`src/ter_pkg.sv`:
```
// ----------------------------------------------------------------------------
// ter_pkg
// shared types and codes of the triangle edge rasterizer
// ----------------------------------------------------------------------------
package ter_pkg;

  // fixed field widths
  localparam int FRAME_W  = 13;
  localparam int PIX_W    = 12;
  localparam int NUM_W    = 30;
  localparam int STATUS_W = 2;
  localparam int CFG_IDX_W = 1;

  // frame size limits and reset values
  localparam logic [FRAME_W-1:0] FRAME_LIMIT        = 13'd4096;
  localparam logic [FRAME_W-1:0] FRAME_WIDTH_RESET  = 13'd640;
  localparam logic [FRAME_W-1:0] FRAME_HEIGHT_RESET = 13'd480;

  // configuration register indexes
  localparam logic [CFG_IDX_W-1:0] CFG_FRAME_WIDTH  = 1'b0;
  localparam logic [CFG_IDX_W-1:0] CFG_FRAME_HEIGHT = 1'b1;

  // item function codes
  localparam logic FUNC_LOAD = 1'b0;
  localparam logic FUNC_STEP = 1'b1;

  // result status codes
  localparam logic [STATUS_W-1:0] ST_PIXEL  = 2'd0;
  localparam logic [STATUS_W-1:0] ST_ACCEPT = 2'd1;
  localparam logic [STATUS_W-1:0] ST_CULL   = 2'd2;
  localparam logic [STATUS_W-1:0] ST_DONE   = 2'd3;

  // clamped bounding box, upper bounds exclusive
  typedef struct packed {
    logic [FRAME_W-1:0] min_x;
    logic [FRAME_W-1:0] max_x;
    logic [FRAME_W-1:0] min_y;
    logic [FRAME_W-1:0] max_y;
  } box_t;

endpackage

```
`src/ter_front.sv`:
```
// ----------------------------------------------------------------------------
// ter_front
// input side: frame size registers, input handshake, bounding box setup
// ----------------------------------------------------------------------------
module ter_front #(
  parameter int COORD_BITS = 13
) (
  input  logic                           clk,
  input  logic                           rst,
  input  logic                           cfg_write,
  input  logic [ter_pkg::CFG_IDX_W-1:0]  cfg_index,
  input  logic [ter_pkg::FRAME_W-1:0]    cfg_data,
  input  logic                           in_valid,
  output logic                           in_ready,
  input  logic signed [COORD_BITS-1:0]   vert [6],
  input  logic                           q_full,
  output logic                           q_push,
  output ter_pkg::box_t                  box
);
  import ter_pkg::*;

  localparam int XW = (COORD_BITS > FRAME_W ? COORD_BITS : FRAME_W) + 1;

  logic [FRAME_W-1:0]    frame_width;
  logic [FRAME_W-1:0]    frame_height;
  logic [FRAME_W-1:0]    eff_w;
  logic [FRAME_W-1:0]    eff_h;
  logic signed [XW-1:0]  vx [3];
  logic signed [XW-1:0]  vy [3];
  logic signed [XW-1:0]  min_x, max_x, min_y, max_y;

  // clamp a coordinate to 0..hi
  function automatic logic [FRAME_W-1:0] clamp_coord(input logic signed [XW-1:0] v,
                                                     input logic [FRAME_W-1:0] hi);
    logic signed [XW-1:0] hi_s;
    hi_s = $signed(XW'(hi));
    if (v < 0) return '0;
    else if (v > hi_s) return hi;
    else return v[FRAME_W-1:0];
  endfunction

  // frame size registers
  always_ff @(posedge clk) begin
    if (rst) begin
      frame_width  <= FRAME_WIDTH_RESET;
      frame_height <= FRAME_HEIGHT_RESET;
    end else if (cfg_write) begin
      unique case (cfg_index)
        CFG_FRAME_WIDTH:  frame_width  <= cfg_data;
        CFG_FRAME_HEIGHT: frame_height <= cfg_data;
        default: ;
      endcase
    end
  end

  assign eff_w = (frame_width > FRAME_LIMIT) ? FRAME_LIMIT : frame_width;
  assign eff_h = (frame_height > FRAME_LIMIT) ? FRAME_LIMIT : frame_height;

  // vertex min and max
  always_comb begin
    for (int i = 0; i < 3; i++) begin
      vx[i] = XW'(vert[2*i]);
      vy[i] = XW'(vert[2*i+1]);
    end
    min_x = vx[0];
    max_x = vx[0];
    min_y = vy[0];
    max_y = vy[0];
    for (int i = 1; i < 3; i++) begin
      if (vx[i] < min_x) min_x = vx[i];
      if (vx[i] > max_x) max_x = vx[i];
      if (vy[i] < min_y) min_y = vy[i];
      if (vy[i] > max_y) max_y = vy[i];
    end
  end

  // box clamped to the frame
  always_comb begin
    box.min_x = clamp_coord(min_x, eff_w);
    box.max_x = clamp_coord(max_x, eff_w);
    box.min_y = clamp_coord(min_y, eff_h);
    box.max_y = clamp_coord(max_y, eff_h);
  end

  // input handshake into the queue
  assign in_ready = !q_full;
  assign q_push   = in_valid && !q_full;

endmodule

```
`src/ter_queue.sv`:
```
// ----------------------------------------------------------------------------
// ter_queue
// small command queue between front and back
// ----------------------------------------------------------------------------
module ter_queue #(
  parameter int WIDTH = 8,
  parameter int DEPTH = 2
) (
  input  logic             clk,
  input  logic             rst,
  input  logic             push,
  input  logic [WIDTH-1:0] din,
  output logic             full,
  input  logic             pop,
  output logic             valid,
  output logic [WIDTH-1:0] dout
);

  localparam int PTR_W = (DEPTH > 1) ? $clog2(DEPTH) : 1;
  localparam int CNT_W = $clog2(DEPTH + 1);

  logic [WIDTH-1:0] slot [DEPTH];
  logic [PTR_W-1:0] wr_ptr;
  logic [PTR_W-1:0] rd_ptr;
  logic [CNT_W-1:0] count;

  function automatic logic [PTR_W-1:0] ptr_inc(input logic [PTR_W-1:0] p);
    return (p == PTR_W'(DEPTH - 1)) ? '0 : p + 1'b1;
  endfunction

  assign full  = (count == CNT_W'(DEPTH));
  assign valid = (count != '0);
  assign dout  = slot[rd_ptr];

  // storage
  always_ff @(posedge clk) begin
    if (push) slot[wr_ptr] <= din;
  end

  // pointers and fill count
  always_ff @(posedge clk) begin
    if (rst) begin
      wr_ptr <= '0;
      rd_ptr <= '0;
      count  <= '0;
    end else begin
      if (push) wr_ptr <= ptr_inc(wr_ptr);
      if (pop) rd_ptr <= ptr_inc(rd_ptr);
      if (push && !pop) count <= count + 1'b1;
      else if (!push && pop) count <= count - 1'b1;
    end
  end

endmodule

```
`src/ter_back.sv`:
```
// ----------------------------------------------------------------------------
// ter_back
// triangle setup on a shared multiplier, incremental edge scan, result register
// ----------------------------------------------------------------------------
module ter_back #(
  parameter int COORD_BITS = 13
) (
  input  logic                                clk,
  input  logic                                rst,
  input  logic                                q_valid,
  output logic                                q_pop,
  input  logic                                q_func,
  input  ter_pkg::box_t                       q_box,
  input  logic signed [COORD_BITS-1:0]        q_vert [6],
  output logic                                out_valid,
  input  logic                                out_ready,
  output logic [ter_pkg::STATUS_W-1:0]        status,
  output logic [ter_pkg::PIX_W-1:0]           pixel_x,
  output logic [ter_pkg::PIX_W-1:0]           pixel_y,
  output logic signed [ter_pkg::NUM_W-1:0]    weight0_num,
  output logic signed [ter_pkg::NUM_W-1:0]    weight1_num,
  output logic signed [ter_pkg::NUM_W-1:0]    weight2_num,
  output logic signed [ter_pkg::NUM_W-1:0]    tri_area
);
  import ter_pkg::*;

  localparam int XW = (COORD_BITS > FRAME_W ? COORD_BITS : FRAME_W) + 1;
  localparam int DW = XW + 1;
  localparam int PW = 2 * DW;
  localparam int EW = PW + 1;

  localparam logic [3:0] MUL_STEPS = 4'd8;

  localparam logic [1:0] S_IDLE   = 2'd0;
  localparam logic [1:0] S_MUL    = 2'd1;
  localparam logic [1:0] S_DECIDE = 2'd2;
  localparam logic [1:0] S_SCAN   = 2'd3;

  logic [1:0]           state, state_next;
  logic                 tri_active, tri_active_next;
  logic [3:0]           mul_cnt;

  logic signed [XW-1:0] vx [3];
  logic signed [XW-1:0] vy [3];
  logic signed [DW-1:0] coef_a [3];
  logic signed [DW-1:0] coef_b [3];
  logic signed [DW-1:0] new_a [3];
  logic signed [DW-1:0] new_b [3];
  box_t                 box;
  logic signed [PW-1:0] prod;
  logic signed [EW-1:0] acc;
  logic signed [EW-1:0] area;
  logic signed [EW-1:0] edge_val [3];
  logic signed [EW-1:0] row_val [3];
  logic [FRAME_W-1:0]   scan_x, scan_y;

  logic [1:0]           eval_sel, edge_sel;
  logic                 term_sel;
  logic [3:0]           prev_cnt;
  logic signed [XW-1:0] base_x, base_y;
  logic signed [DW-1:0] mul_a, mul_b;
  logic signed [EW-1:0] acc_sum;

  logic can_emit, area_neg, covered, in_rows, in_cols;
  logic do_load, do_mul, idle_done, decide_emit;
  logic scan_done, scan_row, scan_hit, scan_miss;
  logic emit_pixel, emit_done, emit_any, advance_x;

  // edge coefficients of a new triangle, edge e runs from vertex e to e+1
  always_comb begin
    new_a[0] = DW'(q_vert[3]) - DW'(q_vert[1]);
    new_a[1] = DW'(q_vert[5]) - DW'(q_vert[3]);
    new_a[2] = DW'(q_vert[1]) - DW'(q_vert[5]);
    new_b[0] = DW'(q_vert[0]) - DW'(q_vert[2]);
    new_b[1] = DW'(q_vert[2]) - DW'(q_vert[4]);
    new_b[2] = DW'(q_vert[4]) - DW'(q_vert[0]);
  end

  // multiplier operand selection: area, then each edge at the box corner
  always_comb begin
    eval_sel = mul_cnt[2:1];
    term_sel = mul_cnt[0];
    edge_sel = (eval_sel == 2'd0) ? 2'd0 : eval_sel - 2'd1;
    base_x   = (eval_sel == 2'd0) ? vx[2] : $signed(XW'(box.min_x));
    base_y   = (eval_sel == 2'd0) ? vy[2] : $signed(XW'(box.min_y));
    if (term_sel) begin
      mul_a = coef_b[edge_sel];
      mul_b = DW'(base_y) - DW'(vy[edge_sel]);
    end else begin
      mul_a = coef_a[edge_sel];
      mul_b = DW'(base_x) - DW'(vx[edge_sel]);
    end
    prev_cnt = mul_cnt - 4'd1;
    acc_sum  = acc + EW'(prod);
  end

  // action decode
  always_comb begin
    can_emit    = !out_valid || out_ready;
    area_neg    = area[EW-1];
    covered     = !edge_val[0][EW-1] && !edge_val[1][EW-1] && !edge_val[2][EW-1];
    in_rows     = scan_y < box.max_y;
    in_cols     = scan_x < box.max_x;
    q_pop       = (state == S_IDLE) && q_valid &&
                  ((q_func == FUNC_LOAD) || tri_active || can_emit);
    do_load     = q_pop && (q_func == FUNC_LOAD);
    idle_done   = q_pop && (q_func == FUNC_STEP) && !tri_active;
    do_mul      = (state == S_MUL);
    decide_emit = (state == S_DECIDE) && can_emit;
    scan_done   = (state == S_SCAN) && !in_rows;
    scan_row    = (state == S_SCAN) && in_rows && !in_cols;
    scan_hit    = (state == S_SCAN) && in_rows && in_cols && covered;
    scan_miss   = (state == S_SCAN) && in_rows && in_cols && !covered;
    emit_pixel  = scan_hit && can_emit;
    emit_done   = idle_done || (scan_done && can_emit);
    emit_any    = emit_pixel || emit_done || decide_emit;
    advance_x   = scan_miss || emit_pixel;
  end

  // next state
  always_comb begin
    state_next      = state;
    tri_active_next = tri_active;
    unique case (state)
      S_IDLE: begin
        if (do_load) state_next = S_MUL;
        else if (q_pop && tri_active) state_next = S_SCAN;
      end
      S_MUL: begin
        if (mul_cnt == MUL_STEPS) state_next = S_DECIDE;
      end
      S_DECIDE: begin
        if (can_emit) begin
          state_next      = S_IDLE;
          tri_active_next = !area_neg;
        end
      end
      S_SCAN: begin
        if (emit_pixel) begin
          state_next = S_IDLE;
        end else if (scan_done && can_emit) begin
          state_next      = S_IDLE;
          tri_active_next = 1'b0;
        end
      end
      default: state_next = S_IDLE;
    endcase
  end

  // control registers
  always_ff @(posedge clk) begin
    if (rst) begin
      state      <= S_IDLE;
      tri_active <= 1'b0;
      mul_cnt    <= '0;
      out_valid  <= 1'b0;
    end else begin
      state      <= state_next;
      tri_active <= tri_active_next;
      if (do_load) mul_cnt <= '0;
      else if (do_mul && mul_cnt != MUL_STEPS) mul_cnt <= mul_cnt + 4'd1;
      if (emit_any) out_valid <= 1'b1;
      else if (out_ready) out_valid <= 1'b0;
    end
  end

  // triangle setup and scan datapath
  always_ff @(posedge clk) begin
    if (do_load) begin
      for (int i = 0; i < 3; i++) begin
        vx[i]     <= XW'(q_vert[2*i]);
        vy[i]     <= XW'(q_vert[2*i+1]);
        coef_a[i] <= new_a[i];
        coef_b[i] <= new_b[i];
      end
      box <= q_box;
    end
    // multiply one term, then add it in the next cycle
    if (do_mul) begin
      if (mul_cnt != MUL_STEPS) prod <= mul_a * mul_b;
      if (mul_cnt != 4'd0) begin
        if (!prev_cnt[0]) begin
          acc <= EW'(prod);
        end else begin
          case (prev_cnt[2:1])
            2'd0:    area        <= acc_sum;
            2'd1:    edge_val[0] <= acc_sum;
            2'd2:    edge_val[1] <= acc_sum;
            default: edge_val[2] <= acc_sum;
          endcase
        end
      end
    end
    // start of scan at the box corner
    if (decide_emit && !area_neg) begin
      scan_x <= box.min_x;
      scan_y <= box.min_y;
      for (int e = 0; e < 3; e++) row_val[e] <= edge_val[e];
    end
    // next row
    if (scan_row) begin
      scan_x <= box.min_x;
      scan_y <= scan_y + 1'b1;
      for (int e = 0; e < 3; e++) begin
        row_val[e]  <= row_val[e] + EW'(coef_b[e]);
        edge_val[e] <= row_val[e] + EW'(coef_b[e]);
      end
    end
    // next pixel in the row
    if (advance_x) begin
      scan_x <= scan_x + 1'b1;
      for (int e = 0; e < 3; e++) edge_val[e] <= edge_val[e] + EW'(coef_a[e]);
    end
  end

  // result register
  always_ff @(posedge clk) begin
    if (emit_any) begin
      if (emit_pixel) status <= ST_PIXEL;
      else if (decide_emit) status <= area_neg ? ST_CULL : ST_ACCEPT;
      else status <= ST_DONE;
      pixel_x     <= emit_pixel ? scan_x[PIX_W-1:0] : '0;
      pixel_y     <= emit_pixel ? scan_y[PIX_W-1:0] : '0;
      weight0_num <= emit_pixel ? NUM_W'(edge_val[1]) : '0;
      weight1_num <= emit_pixel ? NUM_W'(edge_val[2]) : '0;
      weight2_num <= emit_pixel ? NUM_W'(edge_val[0]) : '0;
      tri_area    <= (emit_pixel || decide_emit) ? NUM_W'(area) : '0;
    end
  end

endmodule

```
`src/triangle_edge_rasterizer.sv`:
```
// ----------------------------------------------------------------------------
// triangle_edge_rasterizer
// edge-function triangle rasterizer: load, cull, box setup and pixel scan
// ----------------------------------------------------------------------------
// a load runs through one shared multiplier, which forms the area and three corner
//   edge values in turn, then a decide step issues the accept or cull result
// a step tests pixels row by row and answers at a covered pixel or when the box
//   runs out; with no triangle it answers straight from the idle state
// one transaction at a time in the back, the next one is taken from the queue
//   only after a result issues; reset: frame 640 x 480, no triangle loaded
module triangle_edge_rasterizer #(
  parameter int COORD_BITS  = 13,
  parameter int QUEUE_DEPTH = 2
) (
  input  logic                                clk,
  input  logic                                rst,
  input  logic                                cfg_write,
  input  logic [ter_pkg::CFG_IDX_W-1:0]       cfg_index,
  input  logic [ter_pkg::FRAME_W-1:0]         cfg_data,
  input  logic                                in_valid,
  output logic                                in_ready,
  input  logic                                func,
  input  logic signed [COORD_BITS-1:0]        vert0_x,
  input  logic signed [COORD_BITS-1:0]        vert0_y,
  input  logic signed [COORD_BITS-1:0]        vert1_x,
  input  logic signed [COORD_BITS-1:0]        vert1_y,
  input  logic signed [COORD_BITS-1:0]        vert2_x,
  input  logic signed [COORD_BITS-1:0]        vert2_y,
  output logic                                out_valid,
  input  logic                                out_ready,
  output logic [ter_pkg::STATUS_W-1:0]        status,
  output logic [ter_pkg::PIX_W-1:0]           pixel_x,
  output logic [ter_pkg::PIX_W-1:0]           pixel_y,
  output logic signed [ter_pkg::NUM_W-1:0]    weight0_num,
  output logic signed [ter_pkg::NUM_W-1:0]    weight1_num,
  output logic signed [ter_pkg::NUM_W-1:0]    weight2_num,
  output logic signed [ter_pkg::NUM_W-1:0]    tri_area
);
  import ter_pkg::*;

  localparam int Q_W = 1 + $bits(box_t) + 6 * COORD_BITS;

  logic signed [COORD_BITS-1:0] in_vert [6];
  logic signed [COORD_BITS-1:0] q_vert [6];
  box_t                         f_box;
  box_t                         q_box;
  logic                         q_func;
  logic                         q_push, q_full, q_pop, q_valid;
  logic [Q_W-1:0]               q_din, q_dout;

  assign in_vert[0] = vert0_x;
  assign in_vert[1] = vert0_y;
  assign in_vert[2] = vert1_x;
  assign in_vert[3] = vert1_y;
  assign in_vert[4] = vert2_x;
  assign in_vert[5] = vert2_y;

  // front: configuration, input handshake, box setup
  ter_front #(
    .COORD_BITS (COORD_BITS)
  ) u_front (
    .clk       (clk),
    .rst       (rst),
    .cfg_write (cfg_write),
    .cfg_index (cfg_index),
    .cfg_data  (cfg_data),
    .in_valid  (in_valid),
    .in_ready  (in_ready),
    .vert      (in_vert),
    .q_full    (q_full),
    .q_push    (q_push),
    .box       (f_box)
  );

  // command queue entry packing
  assign q_din = {func, f_box, in_vert[0], in_vert[1], in_vert[2],
                  in_vert[3], in_vert[4], in_vert[5]};
  assign {q_func, q_box, q_vert[0], q_vert[1], q_vert[2],
          q_vert[3], q_vert[4], q_vert[5]} = q_dout;

  ter_queue #(
    .WIDTH (Q_W),
    .DEPTH (QUEUE_DEPTH)
  ) u_queue (
    .clk   (clk),
    .rst   (rst),
    .push  (q_push),
    .din   (q_din),
    .full  (q_full),
    .pop   (q_pop),
    .valid (q_valid),
    .dout  (q_dout)
  );

  // back: triangle setup, scan and result register
  ter_back #(
    .COORD_BITS (COORD_BITS)
  ) u_back (
    .clk         (clk),
    .rst         (rst),
    .q_valid     (q_valid),
    .q_pop       (q_pop),
    .q_func      (q_func),
    .q_box       (q_box),
    .q_vert      (q_vert),
    .out_valid   (out_valid),
    .out_ready   (out_ready),
    .status      (status),
    .pixel_x     (pixel_x),
    .pixel_y     (pixel_y),
    .weight0_num (weight0_num),
    .weight1_num (weight1_num),
    .weight2_num (weight2_num),
    .tri_area    (tri_area)
  );

endmodule

```
`config.mk`:
```
export PLATFORM = sky130hd
export DESIGN_NAME = triangle_edge_rasterizer
export DESIGN_NICKNAME = d
export VERILOG_FILES = /design/src/ter_pkg.sv /design/src/ter_front.sv /design/src/ter_queue.sv /design/src/ter_back.sv /design/src/triangle_edge_rasterizer.sv
export SDC_FILE = /design/constraint.sdc
export NUM_CORES = 2
export LEC_CHECK = 0
export BUFFER_PORTS_ARGS = -buffer_cell sky130_fd_sc_hd__buf_2
export CAP_MARGIN = 20
export CELL_PAD_IN_SITES_DETAIL_PLACEMENT = 1
export CELL_PAD_IN_SITES_GLOBAL_PLACEMENT = 2
export CORE_ASPECT_RATIO = 2
export CORE_MARGIN = 10
export CORE_UTILIZATION = 44
export CTS_BUF_LIST = sky130_fd_sc_hd__clkbuf_8
export DETAILED_ROUTE_END_ITERATION = 16
export HOLD_SLACK_MARGIN = 0.06
export PLACE_DENSITY = 0.89
export SYNTH_ARGS = -nofsm -noshare
export SYNTH_HDL_FRONTEND = slang
export SYNTH_SLANG_ARGS = --single-unit
```
`constraint.sdc`:
```
create_clock -name clk -period 16.6 [get_ports clk]
set_input_delay 1.66 -clock clk [delete_from_list [all_inputs] [get_ports clk]]
set_output_delay 1.66 -clock clk [all_outputs]
set_load 0.02 [all_outputs]
```
==> summary.md <==
| Metric | Value |
|---|---|
| Htree depth | `4` |
| Combinational family with the most area after synthesis | `adder cells` |
| Register area share after synthesis | `0.4410` |
| Mapped Cells | `~6000` |
| Layout cells sized above 1 | `0.1104` |
| Global-route wire length before repair | `approximately 330000 um` |
| DRC | `0` |
| Initial DRC Count | `2888` |
| Final setup violating endpoints | `0` |
| Clk_lat worst skew | `900 ps` |
| Slew headroom | `0.1844` |
| CTS Buf Count | `~150` |
| Setup Skew | `roughly 140 ps` |
| Min Tclk post-route | `slightly above 10000 ps` |
| Total grt overflow | `0` |
| Clock sink count | `between 900 and 1000` |
| Seq cells post-synth | `964` |
| Synth Cell Area | `between 60000 and 70000 um^2` |
| Routability cong. | `0.9879` |
| Simple-Gate Fraction of Synth Area | `0.1271` |
| Fin nets | `a little over 7000` |
| Crit Path Class | `reg -> reg` |
| Top FF cell, synth | `edfxtp_1` |
| Delay of the slowest critical-path stage | `between 500 and 600 ps` |
| Status | `completed` |
| Hold_buf cts | `0` |
| Cts repair resizes | `0` |
| Worst setup EP type | `flip-flop` |
| Slew @ Worst Pin | `1223 ps` |
| Warnings from Yosys | `0` |
| Initial DRT Pass Iterations | `5` |
| Proportion of synthesized area in mux cells | `0.05315` |
| Unique cell type count in the Yosys netlist | `90` |
| Clock slew at reported path FFs | `70 ps` |
| Max Freq | `between 0.09 and 0.1 GHz` |
| # Max-Cap Violations | `0` |
| Core ar. | `146700 um^2` |
| Drt wl/cell | `around 26 um` |
| Initial antenna violation count | `13` |
| DP Wirelength | `between 150000 and 200000 um` |
| Gr usage total | `0.2654` |
| Initial Util | `0.4416` |
| Worst min-delay path class | `reg -> reg` |
| DRT antenna net count | `0` |
| Synth top area share | `0.4289` |
| Pins Over Slew Limit | `0` |
| Area grow syn2layout | `10.55%` |
| Syn avg cell area | `around 11 um^2` |
| Post-Route WL | `220500 um` |
| Worst Path Max Fanout | `30` |
| Largest net degree at the start of global routing | `approximately 180` |
| Vias in the first global route | `approximately 54000` |
| RSZ-0062 raised after global routing | `false` |
| Post-synthesis xor/xnor area fraction | `0.03773` |
| Sum of negative setup slack | `0 ps` |
| Post-CTS setup buffers | `0` |
| Number of enable flip-flop cells after synthesis | `between 900 and 1000` |
| # IOs | `approximately 250` |
| Worst Path Arrival | `between 10000 and 15000 ps` |
| CP max-delay cell | `dfxtp_4` |
| Max clock buf depth | `4` |
| Die X | `~300 um` |
| Final period utilization | `0.6112` |
| Compound-Gate Fraction of Synth Area | `0.1200` |
| Via/cell ratio | `5.795` |
| Share of async-settable or async-resettable flops after synthesis | `0` |
| Final Hold Viols | `0` |
| Root Buffer | `clkbuf_8` |
| Die Area | `between 150000 and 200000 um^2` |
| Dominant cells by area after synthesis | `edfxtp_1 (43%), ha_1 (11%), fa_1 (7.1%)` |
| Count of input and output buffers | `approximately 250` |
| Largest area contributor in the netlist | `edfxtp_1` |
| Most used cell along the critical path | `fa_1` |
| FP Rows | `199` |
| Vias | `between 40000 and 50000` |
| Die Y | `562.6 um` |
| Flop-to-flop setup slack | `between 6000 and 7000 ps` |
| Post-Synth Adder-Cell Area | `0.1770` |
| Data required, critical path | `around 17000 ps` |
| Critical Path Source Type | `flip-flop` |
| CTS tree | `yes` |
## metal layers
| metal | share of wire | GRT usage | vias to the layer above |
|---|---|---|---|
| li1 | - | - | 22292 |
| met1 | 0.33 | 0.2528 | 24388 |
| met2 | 0.53 | 0.4921 | 1373 |
| met3 | 0.035 | 0.03407 | 697 |
| met4 | 0.10 | 0.2361 | 6 |
| met5 | 0.00018 | 0 | - |
## cells by family after synthesis
logic type / Yosys count
mux: 322
fa+ha+maj: 779
simple gates: 1763
xor+xnor: 279
compound gates: 1229
other cells: 1
buf+inv: 752
flops: 964
## synthesized netlist by cell type, drive strengths merged, types with 22 or more instances
cell	number
a211oi	71
a21boi	44
a21o	135
a21oi	361
a22oi	26
a31oi	58
and2	88
and3	154
buf	32
clkbuf	151
dfxtp	39
edfxtp	925
fa	229
ha	550
inv	569
mux2	91
mux2i	225
nand2	666
nand2b	71
nand3	67
nand4	35
nor2	422
nor2b	88
nor3	61
o211ai	26
o21a	43
o21ai	283
o21bai	25
o31ai	22
or2	23
or3	41
xnor2	177
xor2	102
## placed cells by master, fill, tap and decap left out, types with 41 or more instances in the layout
| cell type | netlist | final |
|---|---|---|
| edfxtp_1 | 925 | 925 |
| nand2_1 | 666 | 665 |
| inv_1 | 568 | 595 |
| ha_1 | 550 | 550 |
| nor2_1 | 422 | 417 |
| a21oi_1 | 360 | 359 |
| o21ai_0 | 277 | 271 |
| buf_2 | 10 | 245 |
| fa_1 | 229 | 229 |
| mux2i_1 | 217 | 217 |
| xnor2_1 | 177 | 177 |
| clkbuf_8 | 0 | 159 |
| and3_1 | 154 | 153 |
| a21o_1 | 135 | 135 |
| xor2_1 | 102 | 102 |
| mux2_2 | 91 | 91 |
| nor2b_1 | 88 | 88 |
| and2_1 | 88 | 85 |
| buf_4 | 0 | 71 |
| nand2b_1 | 71 | 70 |
| a211oi_1 | 69 | 69 |
| nand3_1 | 67 | 67 |
| nor3_1 | 60 | 59 |
| a31oi_1 | 58 | 58 |
| a21boi_0 | 44 | 44 |
| o21a_1 | 43 | 43 |
| or3_1 | 41 | 41 |
## final timing paths
kind / start / end / cells after the start
worst min register to register: u_back.prod[12] / u_back.acc[12] / 0
worst min-delay path: u_back.prod[12] / u_back.acc[12] / 0
worst max register to register: u_back.mul_cnt[1] / u_back.prod[28] / 31
worst max-delay path: u_back.mul_cnt[1] / u_back.prod[28] / 31
## registers in the layout, summed over array words and instances (netlist names), 13 cells and up, named ones only
register	cells
u_back.acc	30
u_back.area	31
u_back.box	52
u_back.coef_a	42
u_back.coef_b	42
u_back.edge_val	93
u_back.prod	30
u_back.row_val	93
u_back.scan_x	13
u_back.scan_y	13
u_back.tri_area	30
u_back.vx	39
u_back.vy	39
u_back.weight0_num	30
u_back.weight1_num	30
u_back.weight2_num	30
u_front.frame_height	13
u_front.frame_width	13
u_queue.slot	262
## stage by stage
step                      area (um^2)    util  hold slack, ps  std cells  setup slack (ps)
after detailed placement        68520  0.4672           445.2       8140              6585
after floorplan                 64770       -           430.7       6092              3832
after global routing            71580  0.4881           455.9       8409              5759
final                           71590  0.4882           426.5       8414              6454
after global placement          68430  0.4666           439.9       8135              6183
after CTS                       71570  0.4880           435.8       8405              6423
## worst max-delay path: cells and delay by family, from the launching register on
kind	cells	cell delay (ps)
DFF	1	530
buffers and inverters	4	760
muxes	1	390
xor gates and xnor gates	1	80
adders and majority gates	8	3500
and+or+nand+nor	6	1360
AOI/OAI and AO/OA	11	3140
## final cells by class
class | instances | area, um^2
fillers | 16033 | 75060
inverters | 569 | 2136
diodes | 8 | 20.02
flip-flops and latches | 964 | 28570
multi-input cells | 4376 | 33540
well taps | 1909 | 2389
clock buffers | 159 | 2188
clock inverters | 106 | 862.1
repair buffers | 323 | 1891
Power is left out: the tool's default activity adds up to more than one toggle a clock period on the data nets, which glitch-free logic cannot reach.
